## src/rtl/core/gift_pkg.sv

```systemverilog
// ----------------------------------------------------------------------------
// GIFT-128 package
// Round functions, key schedule steps and control types for the core.
// ----------------------------------------------------------------------------
package gift_pkg;

  localparam int unsigned ROUNDS = 40;
  localparam int unsigned CNT_W  = 6;
  localparam int unsigned RC_W   = 6;

  typedef logic [3:0] nib_t;

  localparam nib_t SBOX_FWD [16] = '{
    4'h1, 4'hA, 4'h4, 4'hC, 4'h6, 4'hF, 4'h3, 4'h9,
    4'h2, 4'hD, 4'hB, 4'h7, 4'h5, 4'h0, 4'h8, 4'hE
  };

  localparam nib_t SBOX_INV [16] = '{
    4'hD, 4'h0, 4'h8, 4'h6, 4'h2, 4'hC, 4'h4, 4'hB,
    4'hE, 4'h7, 4'h1, 4'hA, 4'h3, 4'h9, 4'hF, 4'h5
  };

  typedef enum logic [1:0] {
    ST_IDLE,
    ST_PREP,
    ST_RUN
  } st_e;

  typedef struct packed {
    logic load;
    logic fwd;
    logic inv;
  } key_ctl_t;

  typedef struct packed {
    logic [31:0]     u;
    logic [31:0]     v;
    logic [RC_W-1:0] rc;
  } rk_t;

  function automatic logic [127:0] sub_cells(input logic [127:0] s, input logic dec);
    logic [127:0] t;
    t = '0;
    for (int n = 0; n < 32; n++) begin
      t[4*n +: 4] = dec ? SBOX_INV[s[4*n +: 4]] : SBOX_FWD[s[4*n +: 4]];
    end
    return t;
  endfunction

  function automatic logic [6:0] perm_pos(input int unsigned i);
    int unsigned a;
    int unsigned b;
    a = i % 4;
    b = (i % 16) / 4;
    return 7'(4 * (i / 16) + 32 * ((3 * b + a) % 4) + a);
  endfunction

  function automatic logic [127:0] perm_fwd(input logic [127:0] s);
    logic [127:0] t;
    t = '0;
    for (int unsigned i = 0; i < 128; i++) begin
      t[perm_pos(i)] = s[i];
    end
    return t;
  endfunction

  function automatic logic [127:0] perm_rev(input logic [127:0] s);
    logic [127:0] t;
    t = '0;
    for (int unsigned i = 0; i < 128; i++) begin
      t[i] = s[perm_pos(i)];
    end
    return t;
  endfunction

  function automatic logic [127:0] add_rk(input logic [127:0] s, input rk_t rk);
    logic [127:0] t;
    t = s;
    for (int i = 0; i < 32; i++) begin
      t[4*i+2] = s[4*i+2] ^ rk.u[i];
      t[4*i+1] = s[4*i+1] ^ rk.v[i];
    end
    for (int i = 0; i < RC_W; i++) begin
      t[4*i+3] = s[4*i+3] ^ rk.rc[i];
    end
    t[127] = ~s[127];
    return t;
  endfunction

  function automatic logic [127:0] key_fwd(input logic [127:0] k);
    logic [15:0] k0;
    logic [15:0] k1;
    k0 = k[15:0];
    k1 = k[31:16];
    return {k1[1:0], k1[15:2], k0[11:0], k0[15:12], k[127:96], k[95:64], k[63:32]};
  endfunction

  function automatic logic [127:0] key_inv(input logic [127:0] k);
    logic [15:0] n7;
    logic [15:0] n6;
    n7 = k[127:112];
    n6 = k[111:96];
    return {k[95:64], k[63:32], k[31:0], n7[13:0], n7[15:14], n6[3:0], n6[15:4]};
  endfunction

  function automatic logic [RC_W-1:0] lfsr_fwd(input logic [RC_W-1:0] c);
    return {c[4:0], c[5] ^ c[4] ^ 1'b1};
  endfunction

  function automatic logic [RC_W-1:0] lfsr_inv(input logic [RC_W-1:0] c);
    return {c[0] ^ c[5] ^ 1'b1, c[5:1]};
  endfunction

endpackage

```

## src/rtl/core/gift_round.sv

```systemverilog
// ----------------------------------------------------------------------------
// GIFT-128 round unit
// Cipher state register with the encrypt and decrypt rounds, selected by dec_i.
// ----------------------------------------------------------------------------
module gift_round import gift_pkg::*; (
  input  logic         clk_i,
  input  logic         load_i,
  input  logic [127:0] blk_i,
  input  logic         step_i,
  input  logic         dec_i,
  input  rk_t          rk_i,
  output logic [127:0] state_o
);

  logic [127:0] state_q;
  logic [127:0] state_d;
  logic [127:0] enc_nx;
  logic [127:0] dec_nx;

  assign enc_nx = add_rk(perm_fwd(sub_cells(state_q, 1'b0)), rk_i);
  assign dec_nx = sub_cells(perm_rev(add_rk(state_q, rk_i)), 1'b1);

  always_comb begin
    state_d = state_q;
    if (load_i) begin
      state_d = blk_i;
    end else if (step_i) begin
      state_d = dec_i ? dec_nx : enc_nx;
    end
  end

  always_ff @(posedge clk_i) begin
    state_q <= state_d;
  end

  assign state_o = state_q;

endmodule

```

## src/rtl/core/gift_key.sv

```systemverilog
// ----------------------------------------------------------------------------
// GIFT-128 key schedule
// Key state and round constant, stepped forward or backward per round.
// ----------------------------------------------------------------------------
module gift_key import gift_pkg::*; (
  input  logic         clk_i,
  input  key_ctl_t     ctl_i,
  input  logic [127:0] key_i,
  output rk_t          rk_o
);

  logic [127:0]    key_q;
  logic [127:0]    key_d;
  logic [RC_W-1:0] rc_q;
  logic [RC_W-1:0] rc_d;
  logic [127:0]    key_prev;
  logic [RC_W-1:0] rc_next;

  assign key_prev = key_inv(key_q);
  assign rc_next  = lfsr_fwd(rc_q);

  always_comb begin
    key_d = key_q;
    rc_d  = rc_q;
    if (ctl_i.load) begin
      key_d = key_i;
      rc_d  = '0;
    end else if (ctl_i.fwd) begin
      key_d = key_fwd(key_q);
      rc_d  = rc_next;
    end else if (ctl_i.inv) begin
      key_d = key_prev;
      rc_d  = lfsr_inv(rc_q);
    end
  end

  always_ff @(posedge clk_i) begin
    key_q <= key_d;
    rc_q  <= rc_d;
  end

  always_comb begin
    if (ctl_i.inv) begin
      rk_o.u  = key_prev[95:64];
      rk_o.v  = key_prev[31:0];
      rk_o.rc = rc_q;
    end else begin
      rk_o.u  = key_q[95:64];
      rk_o.v  = key_q[31:0];
      rk_o.rc = rc_next;
    end
  end

endmodule

```

## src/rtl/core/gift128_block_cipher_core.sv

```systemverilog
// ----------------------------------------------------------------------------
// GIFT-128 block cipher core
// done_o follows the last round; decrypt first steps the key ahead (ST_PREP).
// A new request is taken only in ST_IDLE; the rounds never stall.
// rst_ni clears the FSM and key registers to zero; busy is low out of reset.
// ----------------------------------------------------------------------------
module gift128_block_cipher_core import gift_pkg::*; (
  input  logic        clk_i,
  input  logic        rst_ni,
  input  logic        cfg_we_i,
  input  logic        cfg_idx_i,
  input  logic [63:0] cfg_wdata_i,
  input  logic        start,
  output logic        busy,
  input  logic        op_i,
  input  logic [63:0] block_high_i,
  input  logic [63:0] block_low_i,
  output logic        done_o,
  output logic [63:0] result_high_o,
  output logic [63:0] result_low_o
);

  localparam logic       CFG_KEY_HIGH = 1'b0;
  localparam logic       CFG_KEY_LOW  = 1'b1;
  localparam logic [CNT_W-1:0] CNT_LAST = CNT_W'(ROUNDS - 1);

  logic [63:0]      key_high_q;
  logic [63:0]      key_low_q;
  st_e              st_q;
  st_e              st_d;
  logic [CNT_W-1:0] cnt_q;
  logic [CNT_W-1:0] cnt_d;
  logic             op_q;
  logic             op_d;
  logic             done_q;
  logic             done_d;
  logic             accept;
  logic             step;
  key_ctl_t         key_ctl;
  rk_t              rk;
  logic [127:0]     state;

  always_ff @(posedge clk_i or negedge rst_ni) begin
    if (!rst_ni) begin
      key_high_q <= '0;
      key_low_q  <= '0;
    end else if (cfg_we_i) begin
      case (cfg_idx_i)
        CFG_KEY_HIGH: key_high_q <= cfg_wdata_i;
        CFG_KEY_LOW:  key_low_q  <= cfg_wdata_i;
        default: begin
        end
      endcase
    end
  end

  assign accept = start && (st_q == ST_IDLE);

  always_comb begin
    st_d    = st_q;
    cnt_d   = cnt_q;
    op_d    = op_q;
    done_d  = 1'b0;
    step    = 1'b0;
    key_ctl = '0;
    case (st_q)
      ST_IDLE: begin
        if (accept) begin
          key_ctl.load = 1'b1;
          op_d         = op_i;
          cnt_d        = '0;
          st_d         = op_i ? ST_PREP : ST_RUN;
        end
      end
      ST_PREP: begin
        key_ctl.fwd = 1'b1;
        cnt_d       = cnt_q + 1'b1;
        if (cnt_q == CNT_LAST) begin
          cnt_d = '0;
          st_d  = ST_RUN;
        end
      end
      ST_RUN: begin
        step        = 1'b1;
        key_ctl.fwd = !op_q;
        key_ctl.inv = op_q;
        cnt_d       = cnt_q + 1'b1;
        if (cnt_q == CNT_LAST) begin
          cnt_d  = '0;
          done_d = 1'b1;
          st_d   = ST_IDLE;
        end
      end
      default: begin
        st_d = ST_IDLE;
      end
    endcase
  end

  always_ff @(posedge clk_i or negedge rst_ni) begin
    if (!rst_ni) begin
      st_q   <= ST_IDLE;
      cnt_q  <= '0;
      op_q   <= 1'b0;
      done_q <= 1'b0;
    end else begin
      st_q   <= st_d;
      cnt_q  <= cnt_d;
      op_q   <= op_d;
      done_q <= done_d;
    end
  end

  gift_key u_key (
    .clk_i (clk_i),
    .ctl_i (key_ctl),
    .key_i ({key_high_q, key_low_q}),
    .rk_o  (rk)
  );

  gift_round u_round (
    .clk_i   (clk_i),
    .load_i  (accept),
    .blk_i   ({block_high_i, block_low_i}),
    .step_i  (step),
    .dec_i   (op_q),
    .rk_i    (rk),
    .state_o (state)
  );

  assign busy          = (st_q != ST_IDLE);
  assign done_o        = done_q;
  assign result_high_o = state[127:64];
  assign result_low_o  = state[63:0];

endmodule

```

## config.mk

```make
export PLATFORM = sky130hd
export DESIGN_NAME = gift128_block_cipher_core
export DESIGN_NICKNAME = d
export VERILOG_FILES = /design/src/rtl/core/gift_pkg.sv /design/src/rtl/core/gift_round.sv /design/src/rtl/core/gift_key.sv /design/src/rtl/core/gift128_block_cipher_core.sv
export SDC_FILE = /design/constraint.sdc
export NUM_CORES = 1
export LEC_CHECK = 0
export BUFFER_PORTS_ARGS = -buffer_cell sky130_fd_sc_hd__buf_2
export CAP_MARGIN = 20
export CORE_MARGIN = 2
export CORE_UTILIZATION = 40
export CTS_CLUSTER_DIAMETER = 50
export DETAILED_ROUTE_END_ITERATION = 12
export HOLD_SLACK_MARGIN = 0.12
export RECOVER_POWER = 100
export SETUP_SLACK_MARGIN = 0.1
export SYNTH_ARGS = -nofsm -noshare
export SYNTH_HDL_FRONTEND = slang
export SYNTH_SLANG_ARGS = --single-unit
```

## constraint.sdc

```tcl
create_clock -name clk_i -period 6.4 [get_ports clk_i]
set_input_delay 0.64 -clock clk_i [delete_from_list [all_inputs] [get_ports clk_i]]
set_output_delay 0.64 -clock clk_i [all_outputs]
set_load 0.005 [all_outputs]
```

==> flow_summary.json <==
{
  "start_util_pct": 40.3,
  "fill_cells": 7097,
  "path_clk_slew_ns": 0.06,
  "violations": "capacitance limit, slew limit",
  "routed_wl_um": 112000,
  "internal_power_mw": 4.73,
  "powerDensity_nw_per_um2": 187,
  "die_w_um": 275,
  "vias": 25400,
  "track_usage_pct": 28.7,
  "port_buffers": 327,
  "synth.distinct_cells": 68,
  "htree_num_levels": 2,
  "peakVddDrop_uv": 204,
  "period_needed_ns": 5.04,
  "pwr-share-clk_pct": 48.9,
  "fin_crit_sh_pct": 78.8,
  "die-area_um2": 75600,
  "synthArstFlopShare_pct": 34.5,
  "relSlewSlack_pct": -176,
  "post_cts_resized": 0,
  "synth_top_area_share_pct": 26.2,
  "seqCellArea_um2": 11300,
  "routabilityCongestion": 0.970,
  "crit_type": "reg -> reg",
  "p_leak_nw": 13.1,
  "synth.top_cells.by_area": "edfxtp_1, dfrtp_1, mux2i_1, ha_1, xnor2_1",
  "seqPwrFrac_pct": 46.9,
  "maxCapViolCount": 9,
  "drive_above_1_share_pct": 15.4,
  "rows": 99,
  "ys_ff_latch": 400,
  "cts_buffers": 57,
  "ant_nets": 0,
  "finalMaxSlewViolations": 501,
  "rrSetupSlack_ns": 1.36,
  "synthesis.area_um2": 29400,
  "p_comb_share_pct": 4.2,
  "p_sw_share_pct": 23.7,
  "startpoint_type": "flip-flop",
  "end_kind": "flip-flop",
  "hpwl_um": 83600,
  "first_global_vias": 23200,
  "fmax_mhz": 198,
  "rsz0062_at_grt": "false",
  "syn_avg_cell_area_um2": 9.66,
  "cts_sinks": 400,
  "net-switching-power_mw": 1.47,
  "drt_pass1_iterations": 5,
  "grt_pass1_wl_um": 159000,
  "finalHoldViolCount": 0,
  "post_drt_wl_per_cell_um": 26.4,
  "antenna_found_initial": 18,
  "fin_nets": 3594,
  "required_ns": 6.72,
  "cts_buffer_depth": 3,
  "cts_root_buffer": "clkbuf_16",
  "outcome": "finished with violations",
  "yosys_warnings": 0,
  "critical_path_peak_fanout": 140,
  "min-delay-path-class": "in -> reg",
  "worst_slew_pin_slew_ns": 4.13,
  "avgViaCountPerCell": 5.98,
  "drc": 0,
  "core-area_um2": 72800,
  "grt_overflow_total": 0,
  "setup_viol": 0,
  "area_growth_pct": 13.2,
  "grt_max_degree": 260,
  "drt-initial-drc-count": 3126,
  "synth_edf_count": 256,
  "hold_slack_ns": 0.243,
  "die_y_um": 275,
  "worstPathArrival_ns": 5.36,
  "yosys_most_used_dff": "edfxtp_1",
  "syn_nets": 3402,
  "finClkSkew_ns": 0.0395,
  "synth_area_leader_cell": "edfxtp_1",
  "clk_latency_ns": 0.64,
  "io_pins": 328,
  "multi_input_area_um2": 16800,
  "cts_tree": "built",
  "fin_tns_setup_ns": 0,
  "syn_inst": 3040,
  "ys_seq_area_share_pct": 38.3
}
## Yosys cell counts, types with 119 or more instances
cell / count
a21oi_1: 204
clkbuf_1: 168
dfrtp_1: 138
edfxtp_1: 256
ha_1: 164
inv_1: 119
mux2_2: 136
mux2i_1: 326
nand2_1: 271
nor2_1: 145
o21ai_0: 280
xnor2_1: 194
## cell type report
cell class              instances  area share [%]
multi-input cells            2300            50.5
flip-flops and latches        400            33.9
clock inverters                34           0.862
repair buffers                353            5.21
clock buffers                  74            4.57
diodes                          1         0.00753
inverters                     120            1.36
well taps                     959            3.61
## state kept, by name (all words and copies together) (netlist names)
name,flops
cnt_q,6
done_o,1
key_high_q,64
key_low_q,64
op_q,1
st_q,2
u_key.key_q,128
u_key.rc_q,6
u_round.state_o,128
## layout by cell type (no fill, tap or decap), types with 137 or more instances in the layout
cell,count
mux2i_1,326
ha_1,164
nor2_1,143
buf_2,230
dfrtp_1,137
o21ai_0,284
nand2_1,268
a21oi_1,204
edfxtp_1,256
xnor2_1,196
## critical path, stage by stage, from the launching register on
cell and delay (ns):
dfrtp_4 0.91, buf_4 0.78, nor2b_1 0.09, o21ai_0 0.38
clkbuf_4 1.80, mux2i_1 0.39, o21ai_0 0.13
## stage by stage
step                      cells  utilization, %  area (um^2)  worst slack [ns]  total power, mW
after floorplan            3040               -        29400             0.314             3.07
after global routing       4240            45.6        33200              1.14             6.38
after detailed placement   4127            43.4        31600              2.56             3.22
final                      4241            45.6        33200              1.36             6.20
after CTS                  4236            45.9        33400              2.50             6.24
after global placement     4127            43.4        31600              2.61             3.20
## per-layer routing
| metal | share of wire, % | global-route usage [%] |
|---|---|---|
| met3 | 11 | 6.87 |
| met1 | 42 | 40.4 |
| met5 | 0.14 | 0 |
| met4 | 4.0 | 10.8 |
| met2 | 43 | 42.7 |
## cells by family after synthesis
family,synth area share [%]
flip-flops,38.3
adder cells (fa/ha/maj),6.99
AND/OR/NAND/NOR,9.67
XOR/XNOR,7.07
AO/OA/AOI/OAI,16.7
multiplexers,16.6
buffers and inverters,4.62
## power groups by stage
stage               registers [mW]  clock network [mW]  logic, mW
floorplan                     2.94                   0      0.134
finish                        2.91                3.03      0.260
CTS                           2.91                3.07      0.258
detailed placement            2.96                   0      0.257
global route                  2.93                3.17      0.281
global placement              2.95                   0      0.251
## final timing paths
kind                                 startpoint              to  depth (start not counted)
worst max-delay path                       op_q  u_key.key_q[8]                          6
worst min-delay path            cfg_wdata_i[18]   key_low_q[18]                          2
worst max register to register             op_q  u_key.key_q[8]                          6
worst min register to register    key_low_q[47]   key_low_q[47]                          1
max in group asynchronous                rst_ni            op_q                          3
min in group asynchronous                rst_ni   key_low_q[44]                          2
## repair_timing
item / 4_1_cts / 5_1_grt
buffers inserted: 0 / 0
endpoints found under the hold margin: 57 / 0
hold buffers: 1 / 0
setup endpoints to repair: 0 / 0
Note: power is estimated with default switching activity, not from simulation.
